===== config.mk =====
export PLATFORM = sky130hd
export DESIGN_NAME = vrrl_ctrl
export DESIGN_NICKNAME = d
export VERILOG_FILES = /design/src/vrrl_pkg.sv /design/src/vrrl_ctrl.sv
export SDC_FILE = /design/constraint.sdc
export NUM_CORES = 1
export LEC_CHECK = 0
export BUFFER_PORTS_ARGS = -buffer_cell sky130_fd_sc_hd__buf_2
export CORE_MARGIN = 8
export CORE_UTILIZATION = 48
export CTS_CLUSTER_DIAMETER = 50
export DETAILED_ROUTE_END_ITERATION = 8
export PLACE_DENSITY = 0.77
export SYNTH_ARGS = -nofsm -noshare
export SYNTH_HDL_FRONTEND = slang
export SYNTH_SLANG_ARGS = --single-unit

===== constraint.sdc =====
create_clock -name clk -period 2.1 [get_ports clk]
set_input_delay 0.42 -clock clk [delete_from_list [all_inputs] [get_ports clk]]
set_output_delay 0.42 -clock clk [all_outputs]
set_load 0.05 [all_outputs]

===== src/vrrl_pkg.sv =====
`timescale 1ns / 1ps
// ----------------------------------------------------------------------------
// vrrl_pkg
// Shared types, codes and helpers for the variable record ring log.
// ----------------------------------------------------------------------------
package vrrl_pkg;

	localparam int unsigned CAPACITY_DEF     = 4096;
	localparam int unsigned HEADER_BYTES_DEF = 32;

	typedef enum logic [2:0] {
		OP_PUSH    = 3'd0,
		OP_PAYLOAD = 3'd1,
		OP_POP     = 3'd2,
		OP_RHDR    = 3'd3,
		OP_RBYTE   = 3'd4
	} op_t;

	typedef struct packed {
		logic [11:0] len;
		logic [15:0] kind;
		logic [31:0] id;
		logic [63:0] secs;
		logic [29:0] nsecs;
	} hdr_t;

	typedef struct packed {
		logic load_item;
		logic set_ok;
		logic do_pop;
		logic do_hbyte;
		logic do_place;
		logic do_wbyte;
		logic do_rbyte;
		logic load_data;
		logic load_front;
		logic load_out;
	} vrrl_cmd_t;

	typedef struct packed {
		logic [2:0] op;
		logic       too_large;
		logic       need_evict;
		logic       hdr_last;
		logic       has_payload;
		logic       empty;
		logic       ofs_ok;
	} vrrl_sts_t;

	// zero the bytes of a header field that lie at or beyond the header size
	function automatic logic [63:0] hdr_keep(logic [63:0] v, int unsigned off,
			int unsigned hb);
		logic [63:0] r;
		r = v;
		for (int unsigned i = 0; i < 8; i++) begin
			if (off + i >= hb)
				r[i*8 +: 8] = 8'd0;
		end
		return r;
	endfunction

endpackage


===== src/vrrl_ctrl.sv =====
`timescale 1ns / 1ps
// ----------------------------------------------------------------------------
// vrrl_ctrl
// Sequencer for the record ring: decode, eviction loop, front refresh, result.
// ----------------------------------------------------------------------------
module vrrl_ctrl (
	input  logic                clk,
	input  logic                arst_n,
	input  logic                in_valid,
	output logic                in_stall,
	output logic                out_valid,
	input  logic                out_stall,
	input  vrrl_pkg::vrrl_sts_t sts,
	output vrrl_pkg::vrrl_cmd_t cmd
);
	import vrrl_pkg::*;

	typedef enum logic [7:0] {
		S_IDLE   = 8'b00000001,
		S_DECODE = 8'b00000010,
		S_EVICT  = 8'b00000100,
		S_HDR    = 8'b00001000,
		S_WAIT   = 8'b00010000,
		S_FRONT  = 8'b00100000,
		S_RWAIT  = 8'b01000000,
		S_FINISH = 8'b10000000
	} state_t;

	state_t state_q, state_d;
	logic   ret_q, ret_d;
	logic   oval_q;
	logic   out_free;

	assign in_stall  = (state_q != S_IDLE);
	assign out_valid = oval_q;
	assign out_free  = !oval_q || !out_stall;

	always_comb begin
		state_d = state_q;
		ret_d   = ret_q;
		cmd     = '0;
		case (state_q)
			S_IDLE: begin
				if (in_valid) begin
					cmd.load_item = 1'b1;
					state_d = S_DECODE;
				end
			end
			S_DECODE: begin
				state_d = S_FINISH;
				case (op_t'(sts.op))
					OP_PUSH: begin
						if (!sts.too_large)
							state_d = S_EVICT;
					end
					OP_PAYLOAD: begin
						if (sts.has_payload) begin
							cmd.do_wbyte = 1'b1;
							cmd.set_ok = 1'b1;
						end
					end
					OP_POP: begin
						if (!sts.empty) begin
							cmd.do_pop = 1'b1;
							cmd.set_ok = 1'b1;
							ret_d = 1'b0;
							state_d = S_WAIT;
						end
					end
					OP_RHDR: begin
						cmd.set_ok = !sts.empty;
					end
					OP_RBYTE: begin
						if (!sts.empty && sts.ofs_ok) begin
							cmd.do_rbyte = 1'b1;
							cmd.set_ok = 1'b1;
							state_d = S_RWAIT;
						end
					end
					default: state_d = S_FINISH;
				endcase
			end
			S_EVICT: begin
				if (sts.need_evict) begin
					cmd.do_pop = 1'b1;
					ret_d = 1'b1;
					state_d = S_WAIT;
				end else begin
					state_d = S_HDR;
				end
			end
			S_HDR: begin
				cmd.do_hbyte = 1'b1;
				if (sts.hdr_last) begin
					cmd.do_place = 1'b1;
					cmd.set_ok = 1'b1;
					state_d = S_FINISH;
				end
			end
			S_WAIT: state_d = S_FRONT;
			S_FRONT: begin
				cmd.load_front = 1'b1;
				state_d = ret_q ? S_EVICT : S_FINISH;
			end
			S_RWAIT: begin
				cmd.load_data = 1'b1;
				state_d = S_FINISH;
			end
			S_FINISH: begin
				if (out_free) begin
					cmd.load_out = 1'b1;
					state_d = S_IDLE;
				end
			end
			default: state_d = S_IDLE;
		endcase
	end

	always_ff @(posedge clk or negedge arst_n) begin
		if (!arst_n) begin
			state_q <= S_IDLE;
			ret_q   <= 1'b0;
			oval_q  <= 1'b0;
		end else begin
			state_q <= state_d;
			ret_q   <= ret_d;
			if (cmd.load_out)
				oval_q <= 1'b1;
			else if (!out_stall)
				oval_q <= 1'b0;
		end
	end

endmodule


Word-level counts from Yosys, hierarchy flattened. Cells that the tools add are included.

Mux-type cells: 35. Reductions and logical operators: 9. Equality and inequality tests: 20.

Operators by type and width (count): $pmux 8 s8 (1); $mux 8 (7); $pmux 8 s3 (1); $mux 1 (18); $ne 2x2->1 const B (5); $eq 8x1->1 const B (1); $eq 8x2->1 const B (1); $eq 8x3->1 const B (1); $eq 8x4->1 const B (1); $eq 8x5->1 const B (1); $eq 8x6->1 const B (1); $eq 8x7->1 const B (1); $eq 8x8->1 const B (1); $ne 8x1->1 const B (1); $eq 3x2->1 const B (2); $mux 2 (3); $pmux 1 s2 (3); $mux 5 (1); $ne 2x1->1 const B (2); $pmux 1 s4 (1); $reduce_and 4->1 (1); $eq 3x1->1 const B (1); $eq 3x3->1 const B (1); $logic_not 1->1 (3); 5 further kinds (5).

Word-level logic and storage cells: 67. Output and inout port bits: 12. Input port bits: 13. Register bits after elaboration: 10.

Logic depth before layout (Yosys ltp). Gate-level depths: netlist of run 1.

Word-level depth: 5. Depth in mapped cells: 6. Depth with buffers taken out: 5.

Worst setup path after synthesis of run 1. No wires, ideal clock.

Path kind: register to output. From: register state_q[5]. To: output cmd[2] (netlist name). Arrival: 2.681 ns. Slack: -1.001 ns. Cell stages (with the launch flop): 3. Buffers on the path: 0. Cells stage by stage: dfrtp_1 > or4_4 > nor4b_1.

RTL lines: from (decl) (line vrrl_ctrl.sv:29) `state_t state_q, state_d;`; from (signal assigned) (line vrrl_ctrl.sv:125) `state_q <= state_d;`; to (decl) (line vrrl_ctrl.sv:14) `output vrrl_pkg::vrrl_cmd_t cmd`.

==> impl_metrics.csv, run 1 <==
group,metric,value,unit
outcome,status,"finished, violations left",
outcome,violations,"setup timing",
timing,holdWs,0.0005886,ns
clock_tree,root_buffer,"clkbuf_4",
timing,max_freq,0.4315,GHz
route,route.vias.total,855,
timing,final_hold_viol_count,0,
timing,period_share,110.4,%
synthesis,ys_async_sr_fraction,100.0,%
setup_path,setup.worst_path.start_class,"flop",
placed_design,gp_congestion,0.8948,
die,die_w,54.65,µm
synthesis,yosys_warnings,0,
power_and_ir_drop,ir_drop,0.5338,mV
timing,setup_ws,-0.2176,ns
power_and_ir_drop,p_per_area,926.4,nW/µm²
min_path,hold_path_class,"in -> async",
synthesis,ys_top_cells_by_count,"dfrtp_1, nor2_1, nand2_1, nor3_1",
cells_and_area,layout.cells.non_filler,142,
setup_path,r2r-start,"state_q[3]$_DFFE_PN0P_",
route,antenna_left,0,
synthesis,synthFlopType,"dfrtp_1",
synthesis,synth.top_cell.area_share,31.41,%
setup_path,slowest_stage,"or4b_4",
die,die_h,54.65,µm
synthesis,synth_edf_count,0,
timing,skew,0.007571,ns
synthesis,synth.avg_cell_area,8.535,µm²
synthesis,yosysTopAreaCell,"dfrtp_1",
clock_tree,numCtsBuffers,3,
setup_path,r2r_slack,0.38,ns
global_routing,antenna_found_initial,0,
synthesis,synth_area_leaders,"dfrtp_1, nor3_1, nor2_1",
synthesis,syn_nets,97,
cells_and_area,area_growth,61.95,%
power_and_ir_drop,p_leak,0.5845,nW
timing,setup_violations,5,
setup_path,slowest_delay,0.59,ns
global_routing,overflow,0,
placed_design,dpl.hpwl,1.734,mm
setup_path,worstSetupStartpoint,"state_q[2]$_DFFE_PN0P_",
route,avgViaCountPerCell,6.021,
setup_path,crit_arrival,1.90,ns
global_routing,grt_max_degree,11,
clock_tree,cts_buffer_depth,2,
setup_path,worstSetupPathType,"reg -> out",
setup_path,r2r-end,"state_q[0]$_DFFE_PN1P_",
route,drcViolationCount,0,
timing,relSlewSlack,78.13,%
route,avgRoutedWirePerCell,18.21,µm
synthesis,synth_area,716.9,µm²
synthesis,syn_inst,84,
clock_tree,clock-sinks,10,
global_routing,grt_pass1_wl,3.684,mm
die,start_util,49.31,%
die,core,1454,µm²
route,drt-total-wl,2.586,mm
timing,slew_violations,0,
route,dr.first_iter.drc_count,24,
power_and_ir_drop,power,1.076,mW
global_routing,track_usage,17.36,%
placed_design,dpl-instance-area,970.9,µm²
clock_tree,cts_max_level,1,
global_routing,first_global_vias,803,
timing,rsz0062_at_grt,"yes",
clock_tree,cts_tree,"built",
die,rows,14,
cells_and_area,n_fill_cell,104,
cells_and_area,postLayoutCellArea,1161,µm²
clock_tree,clk_latency,0.27,ns
synthesis,ys_seq_elements,10,
placed_design,dpl_worst_slack,-0.01018,ns
synthesis,yosysMostFrequentCell,"dfrtp_1",
cells_and_area,layout-drive-gt1-share,54.76,%
setup_path,worstPathCellList,"or4b_4 -> or2_4 -> nor2_4 -> a211o_4 -> buf_8",
die,io_pins,25,
cells_and_area,finish.utilization,79.86,%
timing,worstMarginPinSlew,0.3251,ns
timing,min_period,2.318,ns
die,dieArea,2986,µm²
clock_tree,clk_pin_slew,0.08,ns
setup_path,ff2ff_path_depth,5,
flow_run,drv_cap,0,
setup_path,path_max_fanout,3,
cells_and_area,diodes,0,
timing,timing.setup.tns,-0.9335,ns
setup_path,critPathRequiredTime,1.68,ns
placed_design,portBuffers,24,
setup_path,endpoint,"cmd[8]",
clock_tree,ctsHoldBuffers,0,
synthesis,yosysSeqAreaShare,35.08,%
setup_path,cp-end-kind,"output port",
cells_and_area,layout.nets,140,
route,drt_first_pass_iters,4,
synthesis,synthDistinctLibCells,39,
placed_design,post-place-cells,133,
==> cell type report <==
| class | count | area (µm²) | share of cell area, % |
|---|---|---|---|
| sequential | 10 | 251.5 | 21.66 |
| inverter | 4 | 15.01 | 1.293 |
| timing repair buffer | 40 | 299.0 | 25.75 |
| clock buffer | 4 | 36.28 | 3.125 |
| tap | 16 | 20.02 | 1.724 |
| multi-input combinational | 68 | 539.3 | 46.44 |
==> report_power, final <==
part,internal [mW],switching (mW),leakage [nW]
Combinational,0.270,0.372,0.429
Sequential,0.230,0.0231,0.135
Clock,0.105,0.0754,0.0210
==> metal layers <==
metal / vias to the layer above / GRT usage [%] / wire, µm / part of all wire [%]
li1: 397 / - / - / -
met1: 414 / 18.40 / 974 / 38
met2: 38 / 30.57 / 1417 / 55
met3: 6 / 5.163 / 148 / 5.7
met4: 0 / 8.197 / 45 / 1.7
met5: - / 0 / 0 / 0
==> how the worst min path moves through the flow <==
stage | startpoint | endpoint | slack (ns) | depth (start not counted)
floorplan | arst_n | out_valid$_DFFE_PN0P_ | 0.12 | 0
global route | arst_n | state_q[1]$_DFFE_PN0P_ | 0.01 | 1
global placement | arst_n | state_q[3]$_DFFE_PN0P_ | 0.29 | 1
CTS | arst_n | state_q[3]$_DFFE_PN0P_ | 0.007 | 1
detailed placement | arst_n | state_q[3]$_DFFE_PN0P_ | 0.30 | 1
finish | arst_n | state_q[3]$_DFFE_PN0P_ | 0.0006 | 1
==> cell usage in the layout, fill, tap and decap left out, drive strengths merged, types with 3 or more instances in the layout <==
master | synthesis | layout
nor4 | 4 | 4
or2 | 3 | 3
nor2b | 3 | 3
and3 | 3 | 3
nor3 | 8 | 8
buf | 2 | 39
inv | 4 | 4
dfrtp | 9 | 9
nor2 | 9 | 9
nand2 | 7 | 7
o21ai | 4 | 4
nand3 | 4 | 4
clkbuf | 0 | 5
==> state kept, by name, indices dropped and copies added (netlist names) <==
| signal | cells |
|---|---|
| state_q | 8 |
| out_valid | 1 |
| ret_q | 1 |
==> cells by family (layout without fill, tap and decap cells) <==
| group | after synthesis | after routing | synth area share, % |
|---|---|---|---|
| AO/OA/AOI/OAI | 15 | 15 | 15.01 |
| XOR/XNOR | 2 | 2 | 2.444 |
| AND/OR/NAND/NOR | 51 | 51 | 43.98 |
| buffers and inverters | 6 | 48 | 3.490 |
| flip-flops | 10 | 10 | 35.08 |
==> worst max-delay path: cells and delay by family, from the launching register on <==
kind	cells	cell delay, ns
buffers and inverters	1	0.13
flip-flops	1	0.39
AND/OR/NAND/NOR	3	0.98
AO/OA/AOI/OAI	1	0.11
==> timing repair <==
action                                  CTS  global route
gates resized for setup                  16            16
endpoints found under the setup margin    9            11
endpoints found under the hold margin     0             0
setup buffers                             0             6
pin swaps                                 4            11
No activity file was read; power rests on OpenSTA's default activity.
==> inputs of run 2 (changes only) <==
--- a/config.mk
+++ b/config.mk
@@ -6,7 +6,6 @@
 export NUM_CORES = 1
 export LEC_CHECK = 0
 export BUFFER_PORTS_ARGS = -buffer_cell sky130_fd_sc_hd__buf_2
-export CORE_MARGIN = 8
 export CORE_UTILIZATION = 48
 export CTS_CLUSTER_DIAMETER = 50
 export DETAILED_ROUTE_END_ITERATION = 8
==> constraint.sdc (replaced) <==
create_clock -name clk -period 2.1 [get_ports clk]
set_input_delay 0.21 -clock clk [delete_from_list [all_inputs] [get_ports clk]]
set_output_delay 0.21 -clock clk [all_outputs]
set_load 0.05 [all_outputs]
==> run 2 against run 1 <==
The flow still finishes with violations (setup timing); combinational power shrank 19%; sequential share of layout area up 2.3 points; register-to-register slack worse by 0.04 ns; clock skew fell by 0.0046 ns; critical path depth is the same; core utilization down 2.2 points; total power shrank 10%; cell count decreased by 4.2%; first-iteration DRC count grew 54%; largest power group unchanged; highest routed layer unchanged.
==> impl_metrics.csv, run 2 (synthesized netlist as in run 1, its figures left out) <==
group,metric,value,unit
power_and_ir_drop,p_per_area,922.5,nW/µm²
timing,relSlewSlack,78.12,%
flow_run,drv_cap,0,
global_routing,track_usage,30.92,%
die,die_h,40.65,µm
timing,period_share,100.9,%
cells_and_area,diodes,0,
setup_path,cp-end-kind,"output port",
clock_tree,cts_max_level,1,
clock_tree,root_buffer,"clkbuf_4",
global_routing,antenna_found_initial,0,
route,route.vias.total,818,
timing,final_hold_viol_count,0,
cells_and_area,area_growth,46.25,%
timing,setup_ws,-0.01921,ns
cells_and_area,layout.nets,135,
setup_path,setup.worst_path.start_class,"flop",
cells_and_area,regMostFlops,"state_q",
cells_and_area,postLayoutCellArea,1049,µm²
cells_and_area,layout-drive-gt1-share,45.45,%
setup_path,critPathRequiredTime,1.89,ns
die,rows,13,
clock_tree,clock-sinks,10,
die,io_pins,25,
global_routing,grt_pass1_wl,3.201,mm
power_and_ir_drop,p_int,0.5433,mW
setup_path,worstSetupPathType,"reg -> out",
route,avgViaCountPerCell,6.015,
global_routing,grt_max_degree,11,
setup_path,crit_arrival,1.91,ns
global_routing,first_global_vias,740,
power_and_ir_drop,p_sw,0.4240,mW
timing,worstMarginPinSlew,0.3252,ns
clock_tree,clk_pin_slew,0.07,ns
route,drcViolationCount,0,
timing,max_freq,0.4719,GHz
power_and_ir_drop,p_leak,0.5570,nW
power_and_ir_drop,p_seq_share,27.5,%
outcome,violations,"setup timing",
route,drt-total-wl,2.148,mm
placed_design,gp_congestion,0.8493,
cells_and_area,largest_reg_flops,8,
timing,timing.setup.tns,-0.01977,ns
power_and_ir_drop,p_clk_share,18.7,%
route,antenna_left,0,
route,dr.first_iter.drc_count,37,
timing,rsz0062_at_grt,"yes",
die,start_util,53.10,%
route,drt_first_pass_iters,4,
cells_and_area,mostFrequentLayoutCell,"buf_2",
clock_tree,cts_tree,"built",
placed_design,dpl-instance-area,927.1,µm²
clock_tree,clk_latency,0.28,ns
clock_tree,numCtsBuffers,3,
route,avgRoutedWirePerCell,15.79,µm
cells_and_area,layout.cells.non_filler,136,
placed_design,portBuffers,24,
power_and_ir_drop,switching_share,43.83,%
power_and_ir_drop,ir_drop,0.6442,mV
power_and_ir_drop,p_comb_share,53.8,%
clock_tree,cts_buffer_depth,2,
die,core,1350,µm²
placed_design,post-place-cells,127,
timing,slew_violations,0,
die,die_w,40.65,µm
global_routing,overflow,0,
timing,skew,0.002996,ns
setup_path,path_max_fanout,3,
die,dieArea,1652,µm²
min_path,hold_path_class,"in -> reg",
cells_and_area,layout_common_cells,"buf_2, buf_4, dfrtp_1",
timing,setup_violations,2,
timing,min_period,2.119,ns
placed_design,dpl.hpwl,1.636,mm
outcome,status,"finished, violations left",
[run 2: changes by cell type in the layout (fill, tap and decap cells not counted), moves of 2 or more]
cell,previous run,this run
buf_4,19,11
buf_2,14,18
nor3_1,2,5
nor3_2,3,1
nor4_1,2,4
nor4_2,2,0
[run 2: critical path, cell delays in order (launching register included)]
cell,delay [ns]
dfrtp_1,0.39
or4_4,0.56
or2_4,0.30
nor2_4,0.12
a211o_4,0.12
buf_8,0.13
[run 2: metrics by stage]
step	util (%)	hold WS, ns	setup slack [ns]	power [mW]
floorplan	-	-0.08559	0.01575	0.6167
global placement	68.67	0.08270	0.1709	0.7329
detailed placement	68.67	0.08451	0.1113	0.7449
CTS	76.74	0.1886	-0.03257	0.9601
global route	77.66	0.2196	-0.05998	1.024
finish	77.66	0.1933	-0.01921	0.9673
[run 2: layout make-up]
class / instances / area, µm²
Tap cell: 15 / 18.77
Clock buffer: 4 / 36.28
Sequential cell: 10 / 251.5
Multi-Input combinational cell: 68 / 484.2
Inverter: 4 / 15.01
Timing Repair Buffer: 35 / 242.7
Fill cell: 93 / 301.5
[run 2: path summary, 6_finish.rpt]
| kind | startpoint | end | slack, ns | cells past startpoint |
|---|---|---|---|---|
| max | state_q[4]$_DFFE_PN0P_ | cmd[8] | -0.02 | 5 |
| min | out_stall | out_valid$_DFFE_PN0P_ | 0.19 | 3 |
| max reg2reg | state_q[4]$_DFFE_PN0P_ | state_q[7]$_DFFE_PN0P_ | 0.34 | 5 |
| min reg2reg | ret_q$_DFFE_PN0P_ | ret_q$_DFFE_PN0P_ | 0.53 | 1 |
| max in group asynchronous | arst_n | state_q[0]$_DFFE_PN1P_ | 1.52 | 2 |
| min in group asynchronous | arst_n | state_q[6]$_DFFE_PN0P_ | 0.32 | 2 |
[run 2: repair_timing]
action                                  4_1_cts  5_1_grt
hold buffers                                  1        0
endpoints found under the setup margin        4        6
gates resized for setup                      10        4
pin swaps                                     6        6
endpoints found under the hold margin         9        0
setup buffers                                 4        0
[run 2: metal layers]
metal | track usage [%] | wire length, µm
met1 | 35.86 | 832
met3 | 9.239 | 176
met5 | 0 | 0
met2 | 53.17 | 1112
met4 | 11.67 | 27
[run 2: power groups by stage]
stage / clock network (mW) / registers, mW / logic, mW
after floorplan: 0 / 0.275 / 0.342
after global placement: 0 / 0.270 / 0.463
after detailed placement: 0 / 0.271 / 0.474
after CTS: 0.184 / 0.264 / 0.513
after global routing: 0.190 / 0.271 / 0.564
final: 0.181 / 0.266 / 0.521
